--- src/rtl/a2r_pkg.sv ---
// ----------------------------------------------------------------------------
// a2r_pkg
// Types and constants shared by the atan2 rational approximation pipeline.
// ----------------------------------------------------------------------------
package a2r_pkg;

   localparam int IN_W      = 16;           // input component width
   localparam int MAG_W     = IN_W;         // magnitude width, holds 2^(IN_W-1)
   localparam int RATIO_W   = 16;           // Q0.16 ratio
   localparam int ANG_FRAC  = 13;           // output fraction bits
   localparam int ANG_W     = ANG_FRAC + 3; // Q3.13 angle
   localparam int POLY_W    = 32;           // Horner terms and denominator
   localparam int PROD_W    = RATIO_W + POLY_W;
   localparam int QUOT_W    = 30;           // base angle, Q.30, below 1.0
   localparam int RES_W     = 32;           // reflected angle, Q.30, below 4.0
   localparam int RND_SHIFT = 30 - ANG_FRAC;

   // Coefficients, unsigned Q.30
   localparam logic [POLY_W-1:0] K1 = 32'd338;
   localparam logic [POLY_W-1:0] K2 = 32'd1073713441;
   localparam logic [POLY_W-1:0] K3 = 32'd158312570;
   localparam logic [POLY_W-1:0] K4 = 32'd332840025;
   localparam logic [POLY_W-1:0] K5 = 32'd54011108;
   localparam logic [POLY_W-1:0] K6 = 32'd157951624;
   localparam logic [POLY_W-1:0] K7 = 32'd691988024;

   localparam logic [POLY_W-1:0] Q30_ONE     = 32'd1073741824;
   localparam logic [RES_W-1:0]  Q30_PI      = 32'd3373259426;
   localparam logic [RES_W-1:0]  Q30_HALF_PI = 32'd1686629713;

   // Input and result words
   typedef struct packed {
      logic signed [IN_W-1:0] y_value;
      logic signed [IN_W-1:0] x_value;
   } req_type;

   typedef struct packed {
      logic signed [ANG_W-1:0] angle;
      logic                    degenerate;
   } rsp_type;

   // Per-word control carried alongside the datapath
   typedef struct packed {
      logic yneg;   // y below zero: negate at the end
      logic xneg;   // x below zero: reflect about pi
      logic ygt;    // |y| > |x|: reflect about pi/2
      logic degen;  // larger magnitude under threshold
      logic rzero;  // zero divisor: ratio forced to 0
      logic rsat;   // equal magnitudes: ratio saturates
   } side_type;

endpackage

--- src/rtl/a2r_angle_div.sv ---
// ----------------------------------------------------------------------------
// a2r_angle_div
// Pipelined restoring divider for the base angle: N*2^30 / D, N < D,
// one quotient bit per stage.
// ----------------------------------------------------------------------------
module a2r_angle_div
(
   input  logic                          clock,
   input  logic                          reset,
   input  logic                          in_valid,
   input  logic [a2r_pkg::POLY_W-1:0]    in_num,
   input  logic [a2r_pkg::POLY_W-1:0]    in_den,
   input  a2r_pkg::side_type             in_side,
   output logic                          out_valid,
   output logic [a2r_pkg::QUOT_W-1:0]    out_quot,
   output a2r_pkg::side_type             out_side
);
   import a2r_pkg::*;

   logic              vld_ff  [0:QUOT_W-1];
   logic [POLY_W-1:0] rem_ff  [0:QUOT_W-1];
   logic [POLY_W-1:0] den_ff  [0:QUOT_W-1];
   logic [QUOT_W-1:0] quo_ff  [0:QUOT_W-1];
   side_type          side_ff [0:QUOT_W-1];

   for (genvar i = 0; i < QUOT_W; i++) begin : g_stage
      logic              vld_in;
      logic [POLY_W-1:0] rem_prev;
      logic [POLY_W-1:0] den_in;
      logic [QUOT_W-1:0] quo_prev;
      side_type          side_in;
      logic [POLY_W:0]   shl;
      logic              ge;
      logic [POLY_W-1:0] rem_in;
      logic [QUOT_W-1:0] quo_in;

      if (i == 0) begin : g_first
         assign vld_in   = in_valid;
         assign rem_prev = in_num;
         assign den_in   = in_den;
         assign quo_prev = '0;
         assign side_in  = in_side;
      end else begin : g_next
         assign vld_in   = vld_ff[i-1];
         assign rem_prev = rem_ff[i-1];
         assign den_in   = den_ff[i-1];
         assign quo_prev = quo_ff[i-1];
         assign side_in  = side_ff[i-1];
      end

      // shift in one bit, subtract when it fits
      always_comb begin
         shl    = {rem_prev, 1'b0};
         ge     = (shl >= {1'b0, den_in});
         rem_in = ge ? POLY_W'(shl - {1'b0, den_in}) : shl[POLY_W-1:0];
         quo_in = {quo_prev[QUOT_W-2:0], ge};
      end

      always_ff @(posedge clock) begin
         if (reset) begin
            vld_ff[i] <= 1'b0;
         end else begin
            vld_ff[i] <= vld_in;
         end
         rem_ff[i]  <= rem_in;
         den_ff[i]  <= den_in;
         quo_ff[i]  <= quo_in;
         side_ff[i] <= side_in;
      end
   end

   assign out_valid = vld_ff[QUOT_W-1];
   assign out_quot  = quo_ff[QUOT_W-1];
   assign out_side  = side_ff[QUOT_W-1];

endmodule

--- config.mk ---
export PLATFORM = sky130hd
export DESIGN_NAME = a2r_angle_div
export DESIGN_NICKNAME = d
export VERILOG_FILES = /design/src/rtl/a2r_pkg.sv /design/src/rtl/a2r_angle_div.sv
export SDC_FILE = /design/constraint.sdc
export NUM_CORES = 2
export LEC_CHECK = 0
export BUFFER_PORTS_ARGS = -buffer_cell sky130_fd_sc_hd__clkbuf_2
export CORE_ASPECT_RATIO = 0.9
export CORE_MARGIN = 5
export CORE_UTILIZATION = 30
export CTS_CLUSTER_SIZE = 12
export DETAILED_ROUTE_END_ITERATION = 6
export HOLD_SLACK_MARGIN = 0.02
export PLACE_DENSITY = 0.54
export SYNTH_ARGS = -nofsm -noshare
export SYNTH_HDL_FRONTEND = slang
export SYNTH_SLANG_ARGS = --single-unit
--- constraint.sdc ---
create_clock -name clock -period 3.5 [get_ports clock]
set_input_delay 0.175 -clock clock [delete_from_list [all_inputs] [get_ports clock]]
set_output_delay 0.175 -clock clock [all_outputs]
set_load 0.05 [all_outputs]
==> results.ini <==
[run_status]
status=complete, no violations

[synth]
syn_inst=11900
synth-main-ff-cell=dfxtp_1
ys_seq_elements=2531
ys_types=104
synth_edf_count=0
seq_area_frac_synth_pct=45.4
avgSynthCellArea_um2=9.42
yosysWarningCount=0
synthesis.area_um2=112000
synth_fp_nets=12900
async_reset_ff_share_pct=0

[floorplanning]
die_w_um=653
rows=212
die_area_um2=384000
core-area_um2=371000
fp.dieH_um=589
io-pin-count=110
start_util_pct=30.1

[clock_tree]
cts_tree=yes
clk_root_buffer_cell=clkbuf_16
clock_sinks=2531
cts_buffers=291
clockBufferDepth=4
clk_latency_ns=0.90
cts_max_level=5
clk_pin_slew_ns=0.06

[timing]
rsz0062_at_grt=true
drv_slew=0
slew_headroom_pct=43.0
post-route-min-period_ns=3.44
hold_violations=0
setup_viol=0
skew_ns=0.0629
worstMarginPinSlew_ns=0.850
fmax_mhz=291
fin_crit_sh_pct=98.2

[place]
placed_area_um2=121000
portBuffers=109
post-dp-hpwl_mm=216
place_congestion=0.880
dpl.cell_count=17000

[route]
post-route-drc-count=0
first_pass_iters=6
drtIter0Drc=4796
num_vias=82300
wl_mm=280
wire_per_inst_um=15.8
antenna_left=0
via_per_inst=4.65

[setup_path]
worst_setup_path_end_kind=register
worstPathCellList=inv_1 -> fa_1 -> nand2b_1 -> a21boi_2 -> o211ai_1 -> a2111oi_2 -> nor3_2 -> a31oi_1 -> buf_4 -> a41oi_2 -> nor3_2 -> nor2_1 -> xnor2_1 -> mux2_2
r2r_slack_ns=0.06
path_delay_family=compound AO/OA/AOI/OAI gates
crit_path_top_delay_cell=a2111oi_2
r2r-end=rem_ff[3][58]
critical_path.max_fanout=3
path_class=register to register
critPathBufInv=2
worstRegToRegCells=14
arrival_ns=4.17
start_kind=register
slowest_delay_ns=0.46
required_ns=4.23
path_common_cell=nor3_2
regToRegStartpoint=rem_ff[3][0]

[worst_hold_path]
hold_path_class=input port to register
hp-start=in_num[13]
min_to=rem_ff[0][14]
hold_depth=4

[global_route]
track_usage_pct=13.9
grt.overflow.total=0
grt_pass1_wl_mm=437
first_global_vias=80000
antenna_found_initial=14
top_usage_layer=met2
grtUsageMet3_pct=1.79
grt_max_degree=65
grt_util_met1_pct=18.8
use_met2_pct=23.0

[cells_and_area]
area.growth.synth_to_final_pct=19.4
drive_above_1_share_pct=12.1
seq_area_um2=50700
fin_cells=17700
multi_input_area_um2=56100
nNetsFinal=13600
design_area_um2=133000
nFillCells=37400

[job]
drv_cap=0

[power_and_ir_drop]
vdd_ir_drop_max_v=0.000483
p_leak_nw=61.1
power.density_nw_per_um2=1090

tightest hold or removal path, cell delays in order:
cell and delay [ns]:
dlygate4sd3_1 0.56, clkbuf_2 0.14, nand2_1 0.05, o21ai_0 0.06
cell type report:
type,instances,area share (%)
inverters,1184,3.34
diodes,7,0.0132
flip-flops and latches,2531,38.0
clock buffers,397,6.26
repair buffers,711,4.55
well taps,4922,4.62
clock inverters,104,1.09
multi-input cells,7845,42.1
cell families after synthesis:
kind of cell	synth area share [%]
XOR/XNOR	6.20
multiplexers	3.38
AND/OR/NAND/NOR	10.8
adder cells (fa/ha/maj)	11.3
buffers and inverters	5.06
flip-flops	45.4
AO/OA/AOI/OAI	17.9
worst max path at each step:
stage | cells past startpoint | from | endpoint | slack (ns)
2_1_floorplan | 13 | den_ff[4][1] | rem_ff[4][39] | 0.32
3_3_place_gp | 14 | den_ff[3][33] | rem_ff[3][95] | -0.07
3_5_place_dp | 14 | den_ff[3][33] | rem_ff[3][95] | -0.04
4_1_cts | 14 | den_ff[0][42] | rem_ff[0][69] | 0.008
5_1_grt | 13 | den_ff[5][7] | rem_ff[5][60] | -0.12
6_report | 14 | rem_ff[3][0] | rem_ff[3][58] | 0.06
timing repair:
action                                 in CTS  in global routing
setup endpoints to repair                  13                549
pin swaps                                   0                 44
buffers inserted                            0                 28
gates resized for setup                     6                148
hold buffers                              128                  0
gates cloned                                0                 15
endpoints found under the hold margin     101                  0
registers in the layout, summed over array words and instances, names as in the netlist:
| signal | cells |
|---|---|
| vld_ff | 30 |
| rem_ff | 928 |
| quo_ff | 465 |
| side_ff | 180 |
| den_ff | 928 |
per-stage QoR:
step	power [mW]	setup WS [ns]	util [%]	hold WS [ns]	setup TNS, ns
floorplan	92.5	0.320	-	0.203	0
global placement	112	-0.0726	32.6	0.278	-0.171
detailed placement	112	-0.0362	32.6	0.279	-0.0362
CTS	144	0.00817	35.6	0.0249	0
global route	156	-0.117	35.9	0.0853	-0.434
finish	145	0.0634	35.9	0.144	0
Yosys cell counts, types with 30 or more instances:
cell type	instances	area, µm²
a211oi_1	74	556
a21o_1	529	3970
a21oi_1	971	4860
a31oi_1	140	876
a41oi_1	32	280
and2_1	50	313
and3_1	97	607
and4_1	30	263
buf_2	54	270
clkbuf_1	221	830
dfxtp_1	2531	50700
ha_1	959	12000
inv_1	1184	4440
mux2_2	276	3110
nand2_1	838	3150
nand2b_1	138	863
nand3_1	163	816
nand4_1	147	920
nor2_1	671	2520
nor2b_1	170	1060
nor3_1	97	485
o211ai_1	36	270
o21a_1	125	938
o21ai_0	778	3890
o21ai_1	38	190
o21bai_1	111	833
o31ai_1	66	495
xnor2_1	462	4050
xor2_1	328	2870
layout by cell type, fill, tap and decap left out, types with 43 or more instances in the layout:
cell type / count
dfxtp_1: 2523
inv_1: 1183
a21oi_1: 953
ha_1: 951
nand2_1: 836
o21ai_0: 763
nor2_1: 667
a21o_1: 528
xnor2_1: 462
buf_4: 422
xor2_1: 328
clkbuf_16: 312
mux2_2: 276
nor2b_1: 169
nand3_1: 163
nand4_1: 147
nand2b_1: 137
a31oi_1: 131
dlygate4sd3_1: 128
o21a_1: 124
o21bai_1: 109
clkbuf_2: 109
and3_1: 97
nor3_1: 95
a211oi_1: 64
o31ai_1: 55
clkbuf_8: 51
and2_1: 49
clkbuf_1: 48
clkinv_2: 44
o21ai_1: 43
routing by layer:
| layer | vias up | share of wire (%) |
|---|---|---|
| li1 | 42300 | - |
| met1 | 38000 | 47 |
| met2 | 1542 | 45 |
| met3 | 482 | 4.2 |
| met4 | 0 | 3.2 |
| met5 | - | 0 |
where the power goes:
part           total, mW  switching, mW  internal, mW
Clock               30.9           12.0          18.9
Combinational       70.5           37.6          32.9
Sequential          43.8           5.48          38.4
Total                145           55.0          90.2
No activity file was read; power rests on OpenSTA's default activity.
