### src/rtl/a2r_pkg.sv
// ----------------------------------------------------------------------------
// a2r_pkg
// Types and constants shared by the atan2 rational approximation pipeline.
// ----------------------------------------------------------------------------
package a2r_pkg;

   localparam int IN_W      = 16;           // input component width
   localparam int MAG_W     = IN_W;         // magnitude width, holds 2^(IN_W-1)
   localparam int RATIO_W   = 16;           // Q0.16 ratio
   localparam int ANG_FRAC  = 13;           // output fraction bits
   localparam int ANG_W     = ANG_FRAC + 3; // Q3.13 angle
   localparam int POLY_W    = 32;           // Horner terms and denominator
   localparam int PROD_W    = RATIO_W + POLY_W;
   localparam int QUOT_W    = 30;           // base angle, Q.30, below 1.0
   localparam int RES_W     = 32;           // reflected angle, Q.30, below 4.0
   localparam int RND_SHIFT = 30 - ANG_FRAC;

   // Coefficients, unsigned Q.30
   localparam logic [POLY_W-1:0] K1 = 32'd338;
   localparam logic [POLY_W-1:0] K2 = 32'd1073713441;
   localparam logic [POLY_W-1:0] K3 = 32'd158312570;
   localparam logic [POLY_W-1:0] K4 = 32'd332840025;
   localparam logic [POLY_W-1:0] K5 = 32'd54011108;
   localparam logic [POLY_W-1:0] K6 = 32'd157951624;
   localparam logic [POLY_W-1:0] K7 = 32'd691988024;

   localparam logic [POLY_W-1:0] Q30_ONE     = 32'd1073741824;
   localparam logic [RES_W-1:0]  Q30_PI      = 32'd3373259426;
   localparam logic [RES_W-1:0]  Q30_HALF_PI = 32'd1686629713;

   // Input and result words
   typedef struct packed {
      logic signed [IN_W-1:0] y_value;
      logic signed [IN_W-1:0] x_value;
   } req_type;

   typedef struct packed {
      logic signed [ANG_W-1:0] angle;
      logic                    degenerate;
   } rsp_type;

   // Per-word control carried alongside the datapath
   typedef struct packed {
      logic yneg;   // y below zero: negate at the end
      logic xneg;   // x below zero: reflect about pi
      logic ygt;    // |y| > |x|: reflect about pi/2
      logic degen;  // larger magnitude under threshold
      logic rzero;  // zero divisor: ratio forced to 0
      logic rsat;   // equal magnitudes: ratio saturates
   } side_type;

endpackage

### src/rtl/a2r_ratio_div.sv
// ----------------------------------------------------------------------------
// a2r_ratio_div
// Pipelined restoring divider, one quotient bit per stage: min*2^16 / max
// with min < max, or min == max flagged for saturation by the caller.
// ----------------------------------------------------------------------------
module a2r_ratio_div
(
   input  logic                          clock,
   input  logic                          reset,
   input  logic                          in_valid,
   input  logic [a2r_pkg::MAG_W-1:0]     in_num,
   input  logic [a2r_pkg::MAG_W-1:0]     in_den,
   input  a2r_pkg::side_type             in_side,
   output logic                          out_valid,
   output logic [a2r_pkg::RATIO_W-1:0]   out_quot,
   output a2r_pkg::side_type             out_side
);
   import a2r_pkg::*;

   logic               vld_ff  [0:RATIO_W-1];
   logic [MAG_W-1:0]   rem_ff  [0:RATIO_W-1];
   logic [MAG_W-1:0]   den_ff  [0:RATIO_W-1];
   logic [RATIO_W-1:0] quo_ff  [0:RATIO_W-1];
   side_type           side_ff [0:RATIO_W-1];

   for (genvar i = 0; i < RATIO_W; i++) begin : g_stage
      logic             vld_in;
      logic [MAG_W-1:0] rem_prev;
      logic [MAG_W-1:0] den_in;
      logic [RATIO_W-1:0] quo_prev;
      side_type         side_in;
      logic [MAG_W:0]   shl;
      logic             ge;
      logic [MAG_W-1:0] rem_in;
      logic [RATIO_W-1:0] quo_in;

      if (i == 0) begin : g_first
         assign vld_in   = in_valid;
         assign rem_prev = in_num;
         assign den_in   = in_den;
         assign quo_prev = '0;
         assign side_in  = in_side;
      end else begin : g_next
         assign vld_in   = vld_ff[i-1];
         assign rem_prev = rem_ff[i-1];
         assign den_in   = den_ff[i-1];
         assign quo_prev = quo_ff[i-1];
         assign side_in  = side_ff[i-1];
      end

      // shift in one bit, subtract when it fits
      always_comb begin
         shl    = {rem_prev, 1'b0};
         ge     = (shl >= {1'b0, den_in});
         rem_in = ge ? MAG_W'(shl - {1'b0, den_in}) : shl[MAG_W-1:0];
         quo_in = {quo_prev[RATIO_W-2:0], ge};
      end

      always_ff @(posedge clock) begin
         if (reset) begin
            vld_ff[i] <= 1'b0;
         end else begin
            vld_ff[i] <= vld_in;
         end
         rem_ff[i]  <= rem_in;
         den_ff[i]  <= den_in;
         quo_ff[i]  <= quo_in;
         side_ff[i] <= side_in;
      end
   end

   assign out_valid = vld_ff[RATIO_W-1];
   assign out_quot  = quo_ff[RATIO_W-1];
   assign out_side  = side_ff[RATIO_W-1];

endmodule

### config.mk
export PLATFORM = sky130hd
export DESIGN_NAME = a2r_ratio_div
export DESIGN_NICKNAME = d
export VERILOG_FILES = /design/src/rtl/a2r_pkg.sv /design/src/rtl/a2r_ratio_div.sv
export SDC_FILE = /design/constraint.sdc
export NUM_CORES = 1
export LEC_CHECK = 0
export ABC_AREA = 1
export BUFFER_PORTS_ARGS = -buffer_cell sky130_fd_sc_hd__buf_2
export CAP_MARGIN = 20
export CORE_MARGIN = 2
export CORE_UTILIZATION = 55
export CTS_CLUSTER_DIAMETER = 120
export DETAILED_ROUTE_END_ITERATION = 7
export MAX_ROUTING_LAYER = met4
export PLACE_DENSITY = 0.71
export SLEW_MARGIN = 20
export SYNTH_ARGS = -nofsm -noshare
export SYNTH_HDL_FRONTEND = slang
export SYNTH_SLANG_ARGS = --single-unit
### constraint.sdc
create_clock -name clock -period 3.59 [get_ports clock]
set_input_delay 0.718 -clock clock [delete_from_list [all_inputs] [get_ports clock]]
set_output_delay 0.718 -clock clock [all_outputs]
set_load 0.05 [all_outputs]
==> results of run 1 <==
how the worst max path moves through the flow:
stage	from	to	slack, ps	cells past startpoint
6_report	den_ff[0][30]	rem_ff[0][44]	1340	10
5_1_grt	den_ff[0][13]	rem_ff[0][30]	1240	10
4_1_cts	den_ff[0][30]	rem_ff[0][44]	1370	10
3_5_place_dp	in_den[13]	rem_ff[0][9]	1060	11
3_3_place_gp	in_den[13]	rem_ff[0][15]	1110	11
2_1_floorplan	in_den[2]	rem_ff[0][13]	1550	13
logic make-up after synthesis:
| group | count (synthesis) |
|---|---|
| AND/OR/NAND/NOR | 2529 |
| buffers and inverters | 920 |
| flip-flops | 728 |
| adder cells (fa/ha/maj) | 270 |
| AO/OA/AOI/OAI | 174 |
| XOR/XNOR | 104 |
final cells by class:
type | count | share of cell area, %
tap | 837 | 2.74
inverter | 872 | 8.65
multi-input combinational | 3077 | 42.4
clock inverter | 45 | 1.63
sequential | 728 | 38.2
timing repair buffer | 63 | 0.825
clock buffer | 95 | 5.62
report_power, final:
group          switching, W  internal (W)
logic                0.0107       0.00567
registers           0.00134        0.0104
clock network       0.00333       0.00511
Yosys cell counts, drive strengths merged:
cell type     n  area, um2
o211ai        1       7.51
nand3b       50        375
dfxtp       728      14600
nand4        72        450
clkbuf        5       22.5
nor3         32        225
and2         54        338
nor2        252       1090
a21oi       152        761
xnor2        32        280
o21ai        19       98.9
fa           15        300
inv         872       3300
a21o          1       7.51
ha          255       3190
o21bai        1       7.51
buf          43        389
nand2      1770       6830
nand3       281       1490
xor2         72        631
or2          18        113
layer usage:
metal  vias to the layer above  wire [um]
met5                         -          0
met1                     12056      35300
met3                       209       3060
met4                         0       3210
li1                      14538          -
met2                       564      37600
state kept, by name, summed over array words and instances (netlist names):
register and count:
quo_ff 136, rem_ff 240, vld_ff 16, den_ff 240, side_ff 96
worst max-delay path, cell delays in order (launching register included):
cell	delay, ps
dfxtp_1	350
inv_1	50
ha_1	360
nand2_1	100
nand2_1	70
a21oi_1	230
o21ai_2	110
nor2_4	400
nand2_4	250
nand3_1	140
nand2_1	60
stage by stage:
stage | instances | cell area, um2 | total power (W)
final | 5717 | 38200 | 0.0366
after global routing | 5717 | 38200 | 0.0396
after CTS | 5717 | 38200 | 0.0367
after detailed placement | 5577 | 35400 | 0.0281
after global placement | 5577 | 35400 | 0.0279
after floorplan | 4725 | 34500 | 0.0244
==> impl_metrics.yaml, run 1 <==
cts:
  path_clk_slew_ps: 60
  cts_sinks: 728
  clk_path_buf_depth: 3
  htreeDepth: 3
  post_cts_resize_count: 0
  numCtsBuffers: 77
  insertion_delay_ps: 630
  post-cts-setup-buffers: 0
  clockRootBuffer: "clkbuf_16"
  ctsHoldBuffers: 0
  cts_tree: "done"
sta:
  tightest_slew_ps: 488
  period_needed_ps: 2250
  drv_slew: 0
  rsz0062_at_grt: "no"
  slew-limit-headroom_pct: 67.4
  setup_viol: 0
  period_share_pct: 62.8
  whs_ps: 192
  finalSetupTns_ps: 0
  fin_ws_ps: 1340
  fmax_ghz: 0.444
  hold_violations: 0
  skew_ps: 16.2
finish:
  drive_gt1_share_pct: 7.09
  fin_util_pct: 61.8
  multi_input_area_um2: 16200
  fill_cells: 5640
  regArea_um2: 14600
  syn_to_final_growth_pct: 10.8
  nets: 5130
  diodes: 0
  final_cell_mix: "1727 x nand2_1, 858 x inv_1, 728 x dfxtp_1"
  final_common_cell: "nand2_1"
grt:
  use_met3_pct: 3.41
  groute.layer.met2.usage_pct: 43.4
  grt_util_all_layers_pct: 25.5
  top_usage_layer: "met2"
  antenna_found_initial: 0
  grt-ovfl-total: 0
  grt_max_degree: 19
  grt_pass1_wl_um: 129000
  grt_util_met1_pct: 30.6
  grt_pass1_vias: 25877
place:
  dp_slack_ps: 1060
  gp_congestion: 0.940
  dp_hpwl_um: 62300
  port_buffers: 63
worst_setup_path:
  cp-start-kind: "flip-flop"
  r2r-start: "den_ff[0][30]"
  ff2ff_setup_slack_ps: 1340
  reg2regPathDepth: 10
  cp.arrival_ps: 2770
  endpoint_kind: "flip-flop"
  worstSetupPathType: "flip-flop to flip-flop"
  cp.required_ps: 4100
  crit_fanout: 17
  timing.rr.end: "rem_ff[0][44]"
hold_path:
  min_path_type: "input pin to flip-flop"
  min_from: "in_side[0]"
  worstHoldPathCells: 1
  holdPathEnd: "side_ff[0][0]"
synthesis:
  synth_compound_area_share_pct: 2.56
  synthSimpleGateAreaFrac_pct: 31.6
  yosys.area_share.adder_pct: 10.1
  yosys_warnings: 0
  ys_seq_area_share_pct: 42.3
  synthCells: 4725
  syn_area_um2: 34500
  synth_mux_area_share_pct: 0
  synth_top_family_by_area: "simple AND/OR/NAND/NOR gates"
  synth_seq_cells: 728
  avgSynthCellArea_um2: 7.30
  synth_nets: 5036
  synthXorXnorAreaFrac_pct: 2.64
  ys_types: 35
routing:
  num_vias: 27367
  drtIter0Drc: 1671
  drt-total-wl_um: 79100
  drc: 0
  drtPass1Iterations: 5
  via_per_inst: 4.79
  drtAntennaViolNets: 0
  wire_per_inst_um: 13.8
outcome:
  status: "finished clean"
floorplanning:
  initial_core_util_pct: 55.8
  core_area_um2: 61800
  ios: 64
  rows: 91
  die_area_um2: 64700
  die_x_um: 254
  die_h_um: 254
run:
  drv_cap: 0
pwr:
  cellPowerDensity_nw_per_um2: 958
  power_leakage_nw: 21.1
  ir_drop_uv: 533
Power figures use the tool's default switching activity.
==> run 2, diff against run 1 <==
ABC_AREA = 0   (was 1)
clock period = 2.3 ns   (was 3.59 ns; I/O delays follow)
==> impl_metrics.yaml, run 2 <==
outcome:
  status: "complete, but fails checks"
  violations: "negative setup slack"
routing:
  drt-total-wl_um: 77600
  via_per_inst: 5.39
  drc: 0
  drtIter0Drc: 1116
  drtAntennaViolNets: 0
  num_vias: 23454
  drtPass1Iterations: 5
  wire_per_inst_um: 17.8
floorplanning:
  initial_core_util_pct: 55.9
  rows: 84
  ios: 64
  die_h_um: 236
  die_x_um: 236
  core_area_um2: 52900
  die_area_um2: 55600
grt:
  grt_max_degree: 20
  grt_util_all_layers_pct: 27.3
  top_usage_layer: "met2"
  grt-ovfl-total: 0
  grt_util_met1_pct: 31.2
  grt_pass1_wl_um: 121000
  antenna_found_initial: 0
  groute.layer.met2.usage_pct: 48.5
  grt_pass1_vias: 24634
  use_met3_pct: 3.23
sta:
  tightest_slew_ps: 508
  drv_slew: 0
  rsz0062_at_grt: "yes"
  fmax_ghz: 0.379
  period_share_pct: 115
  hold_violations: 0
  slew-limit-headroom_pct: 65.9
  setup_viol: 170
  skew_ps: 25.3
  whs_ps: 42.2
  fin_ws_ps: -341
  period_needed_ps: 2640
  finalSetupTns_ps: -25740
cts:
  clk_path_buf_depth: 3
  htreeDepth: 3
  path_clk_slew_ps: 60
  numCtsBuffers: 75
  cts_tree: "done"
  cts_sinks: 728
  clockRootBuffer: "clkbuf_16"
  insertion_delay_ps: 630
pwr:
  pwr-share-comb_pct: 56.1
  swShare_pct: 36.8
  p_clk_share_pct: 17.8
  cellPowerDensity_nw_per_um2: 1730
  power_frac_seq_pct: 26.0
  ir_drop_uv: 835
  power_leakage_nw: 19.5
  p_int_w: 0.0460
  switchingPower_w: 0.0268
place:
  gp_congestion: 0.926
  port_buffers: 63
  dp_cells: 4067
  dp_slack_ps: -559
  dp_hpwl_um: 48600
worst_setup_path:
  crit_fanout: 2
  slowest_stage: "fa_2"
  cp-start-kind: "flip-flop"
  worstSetupPathType: "flip-flop to flip-flop"
  endpoint_kind: "flip-flop"
  crit_family: "compound AO/OA/AOI/OAI gates"
  crit_buf_inv: 1
  critPathMaxStageDelay_ps: 380
  cp.required_ps: 2810
  cp.arrival_ps: 3150
  path_cells: "buf_6 > fa_2 > and2b_2 > o31ai_4 > a2111oi_4 > nor2_1 > a211o_1 > o21a_1 > xnor2_2 > mux2_2"
run:
  drv_cap: 0
finish:
  diodes: 0
  nets: 3912
  syn_to_final_growth_pct: 42.6
  final_cell_mix: "641 x dfxtp_1, 527 x buf_4, 270 x inv_1"
  drive_gt1_share_pct: 40.7
  instances_no_fill: 4348
  final_common_cell: "dfxtp_1"
  biggestRegsByFlops: "den_ff (240), rem_ff (240), quo_ff (136)"
  fill_cells: 3036
  fin_util_pct: 79.7
synthesis:
  synthCells: 2856
  synth_nets: 3167
  synth_top_cell_by_area: "dfxtp_1"
  ys_seq_area_share_pct: 49.3
  synth.top_cell.area_share_pct: 49.3
  async_flop_share_pct: 0
  synthTopCellsByArea: "dfxtp_1 49%, ha_1 11%, inv_1 3.9%"
  yosys_warnings: 0
  ys_top_cells_by_count: "728 x dfxtp_1, 306 x inv_1, 255 x ha_1"
  synth_edf_count: 0
  synthFlopType: "dfxtp_1"
  avgSynthCellArea_um2: 10.3
  ys_types: 86
  syn_area_um2: 29600
  yosysMostFrequentCell: "dfxtp_1"
  synth_seq_cells: 728
hold_path:
  min_path_type: "input pin to flip-flop"
[run 2: logic make-up (layout without fill, tap and decap cells)]
| family | after synthesis | after routing | share of synthesized area, % |
|---|---|---|---|
| simple gates | 603 | 603 | 10.1 |
| fa+ha+maj | 270 | 270 | 11.8 |
| xor+xnor | 167 | 167 | 4.95 |
| buf+inv | 339 | 1141 | 4.53 |
| mux | 122 | 122 | 4.99 |
| flops | 728 | 728 | 49.3 |
| compound gates | 627 | 629 | 14.3 |
[run 2: power groups by stage]
stage                     clock network, W  logic, W  registers (W)
after detailed placement                 0    0.0289         0.0186
after floorplan                          0    0.0189         0.0184
after global placement                   0    0.0280         0.0185
final                               0.0130    0.0408         0.0189
after global routing                0.0137    0.0436         0.0193
after CTS                           0.0131    0.0368         0.0186
[run 2: area by class of cell]
class | count | area [um2] | area share, %
clock inverter | 38 | 632 | 1.50
timing repair buffer | 697 | 5900 | 14.0
multi-input combinational | 1791 | 16800 | 39.9
clock buffer | 98 | 2060 | 4.90
sequential | 728 | 14700 | 34.9
tap | 688 | 861 | 2.04
inverter | 308 | 1190 | 2.81
[run 2: path summary, 6_finish.rpt]
path	from	to	cells after the start	slack, ps
setup / recovery	den_ff[1][81]	rem_ff[1][110]	10	-340
hold / removal	in_den[4]	den_ff[0][4]	2	40
setup reg to reg	den_ff[1][81]	rem_ff[1][110]	10	-340
hold reg to reg	quo_ff[1][5]	quo_ff[1][22]	0	320
[run 2: per-layer routing]
metal	part of all wire, %	up-vias
li1	-	11393
met1	41	11313
met2	52	531
met3	3.7	217
met4	3.9	0
met5	0	-
[run 2: worst register-to-register path: cells and delay by family, from the launching register on]
kind / cells / cell delay [ps]
AOI/OAI and AO/OA: 4 / 980
xor gates and xnor gates: 1 / 130
adders and majority gates: 1 / 380
buffers and inverters: 1 / 120
DFF: 1 / 330
muxes: 1 / 250
and+or+nand+nor: 2 / 340
[run 2: stage by stage]
stage	power (W)	instance area, um2
6_report	0.0728	42100
5_1_grt	0.0766	42100
4_1_cts	0.0686	40600
3_5_place_dp	0.0474	34600
3_3_place_gp	0.0465	34600
2_1_floorplan	0.0373	29800
[run 2: repair_timing]
action,CTS,global route
setup buffers,95,50
resized for setup,494,390
cloned,19,4
hold endpoints to repair,13,0
pin swaps,160,182
endpoints found under the setup margin,235,246
hold buffers,13,0
==> run 3, diff against run 2 <==
CORE_ASPECT_RATIO = 1.5   (was unset)
==> impl_metrics.yaml, run 3 (synthesis gave the netlist of run 2 again) <==
hold_path:
  min_path_type: "input pin to flip-flop"
  min_from: "in_num[9]"
  worstHoldPathCells: 2
  holdPathEnd: "rem_ff[0][10]"
grt:
  antenna_found_initial: 0
  grt_pass1_wl_um: 127000
  grt_max_degree: 18
  grt-ovfl-total: 0
  grt_pass1_vias: 26429
  grt_util_all_layers_pct: 29.8
cts:
  cts_sinks: 728
  clockRootBuffer: "clkbuf_16"
  insertion_delay_ps: 610
  cts_tree: "done"
  numCtsBuffers: 67
  clk_path_buf_depth: 3
  htreeDepth: 3
  path_clk_slew_ps: 70
place:
  dp_slack_ps: -666
  dp_hpwl_um: 54300
  placed_area_um2: 34300
  gp_congestion: 0.959
  port_buffers: 63
worst_setup_path:
  cp-start-kind: "flip-flop"
  worstSetupPathType: "flip-flop to flip-flop"
  r2r-start: "den_ff[0][97]"
  timing.rr.end: "rem_ff[0][121]"
  reg2regPathDepth: 12
  ff2ff_setup_slack_ps: -360
  crit_fanout: 5
  cp.required_ps: 2790
  cp.arrival_ps: 3150
  endpoint_kind: "flip-flop"
sta:
  tightest_slew_ps: 552
  slew-limit-headroom_pct: 62.9
  period_share_pct: 116
  period_needed_ps: 2660
  rsz0062_at_grt: "yes"
  skew_ps: 14.0
  setup_viol: 209
  hold_violations: 0
  drv_slew: 0
  fmax_ghz: 0.376
  fin_ws_ps: -357
pwr:
  fin_total_pwr_w: 0.0729
  cellPowerDensity_nw_per_um2: 1760
  swShare_pct: 37.8
  switchingPower_w: 0.0275
  ir_drop_uv: 1320
  p_int_w: 0.0453
  pwr-share-comb_pct: 58.0
  power_leakage_nw: 19.2
  power_frac_seq_pct: 25.9
  p_clk_share_pct: 16.1
floorplanning:
  core_area_um2: 53400
  rows: 104
  die_h_um: 288
  die_x_um: 193
  initial_core_util_pct: 55.4
  die_area_um2: 55600
  ios: 64
routing:
  drt-total-wl_um: 86700
  drtAntennaViolNets: 0
  drtIter0Drc: 1033
  via_per_inst: 5.64
  drc: 0
  num_vias: 24190
  wire_per_inst_um: 20.2
  drtPass1Iterations: 6
finish:
  syn_to_final_growth_pct: 40.2
  fin_area_um2: 41400
  biggestRegsByFlops: "den_ff (240), rem_ff (240), quo_ff (136)"
  nets: 3858
  fin_util_pct: 77.7
  final_common_cell: "dfxtp_1"
  final_cell_mix: "661 x dfxtp_1, 459 x buf_4, 274 x inv_1"
  drive_gt1_share_pct: 38.8
  fill_cells: 3189
run:
  drv_cap: 0
outcome:
  violations: "negative setup slack"
  status: "complete, but fails checks"
## run 3: cell types whose count changed in the layout (fill, tap and decap cells not counted), sizes merged
cell         previous run  this run
buf                   680       628
bufinv                 11         9
clkbuf                102        87
clkinv                 15        25
clkinvlp                7         1
diode                   0         1
dlygate4sd3            13        20
inv                   313       310
## run 3: timing repair
| item | 4_1_cts | 5_1_grt |
|---|---|---|
| resized for setup | 527 | 346 |
| buffers inserted | 86 | 50 |
| setup endpoints to repair | 238 | 252 |
| cloned | 20 | 3 |
| pin swaps | 184 | 187 |
| hold buffers | 20 | 0 |
| endpoints found under the hold margin | 20 | 0 |
## run 3: layout make-up
| type | count | area [um2] | share of cell area (%) |
|---|---|---|---|
| Sequential cell | 728 | 14700 | 35.4 |
| Multi-Input combinational cell | 1791 | 16700 | 40.3 |
| Timing Repair Buffer | 651 | 5670 | 13.7 |
| Inverter | 308 | 1180 | 2.85 |
| Clock buffer | 84 | 1870 | 4.52 |
| Clock inverter | 37 | 469 | 1.13 |
| Tap cell | 689 | 862 | 2.08 |
| Antenna cell | 1 | 2.50 | 0.00604 |
## run 3: power by group through the flow
stage	logic (W)	registers [W]	clock network (W)
after floorplan	0.0189	0.0184	0
after global placement	0.0285	0.0183	0
after detailed placement	0.0297	0.0185	0
after CTS	0.0380	0.0185	0.0119
after global routing	0.0446	0.0192	0.0124
final	0.0422	0.0189	0.0118
## run 3: worst max-delay path by stage
stage | to | start
6_report | rem_ff[0][121] | den_ff[0][97]
5_1_grt | rem_ff[0][73] | den_ff[0][51]
4_1_cts | rem_ff[1][5] | den_ff[0][113]
3_5_place_dp | rem_ff[1][62] | den_ff[1][35]
3_3_place_gp | rem_ff[0][78] | den_ff[0][50]
2_1_floorplan | rem_ff[0][10] | in_den[1]
## run 3: metrics by stage
step / std cells / hold slack (ps) / setup TNS, ps
floorplan: 2856 / 310 / -5060
global placement: 4030 / 310 / -60680
detailed placement: 4030 / 312 / -73450
CTS: 4268 / 74.7 / -37590
global route: 4288 / 99.1 / -54770
finish: 4289 / 90.7 / -39350
## run 3: worst max-delay path: stages, from the launching register on
cell	delay, ps
dfxtp_2	360
inv_2	60
ha_4	220
nor2b_4	120
o31a_1	290
o211ai_1	210
buf_4	180
nand3_4	90
and2_4	180
o2111ai_4	210
nand2_4	130
clkbuf_16	190
mux2_4	300
## run 3: layer usage
metal	track usage [%]	share of wire (%)	up-vias
li1	-	-	11268
met1	19.2	27	11460
met3	4.26	3.6	607
met4	32.5	12	0
met5	-	0	-
met2	60.6	57	855
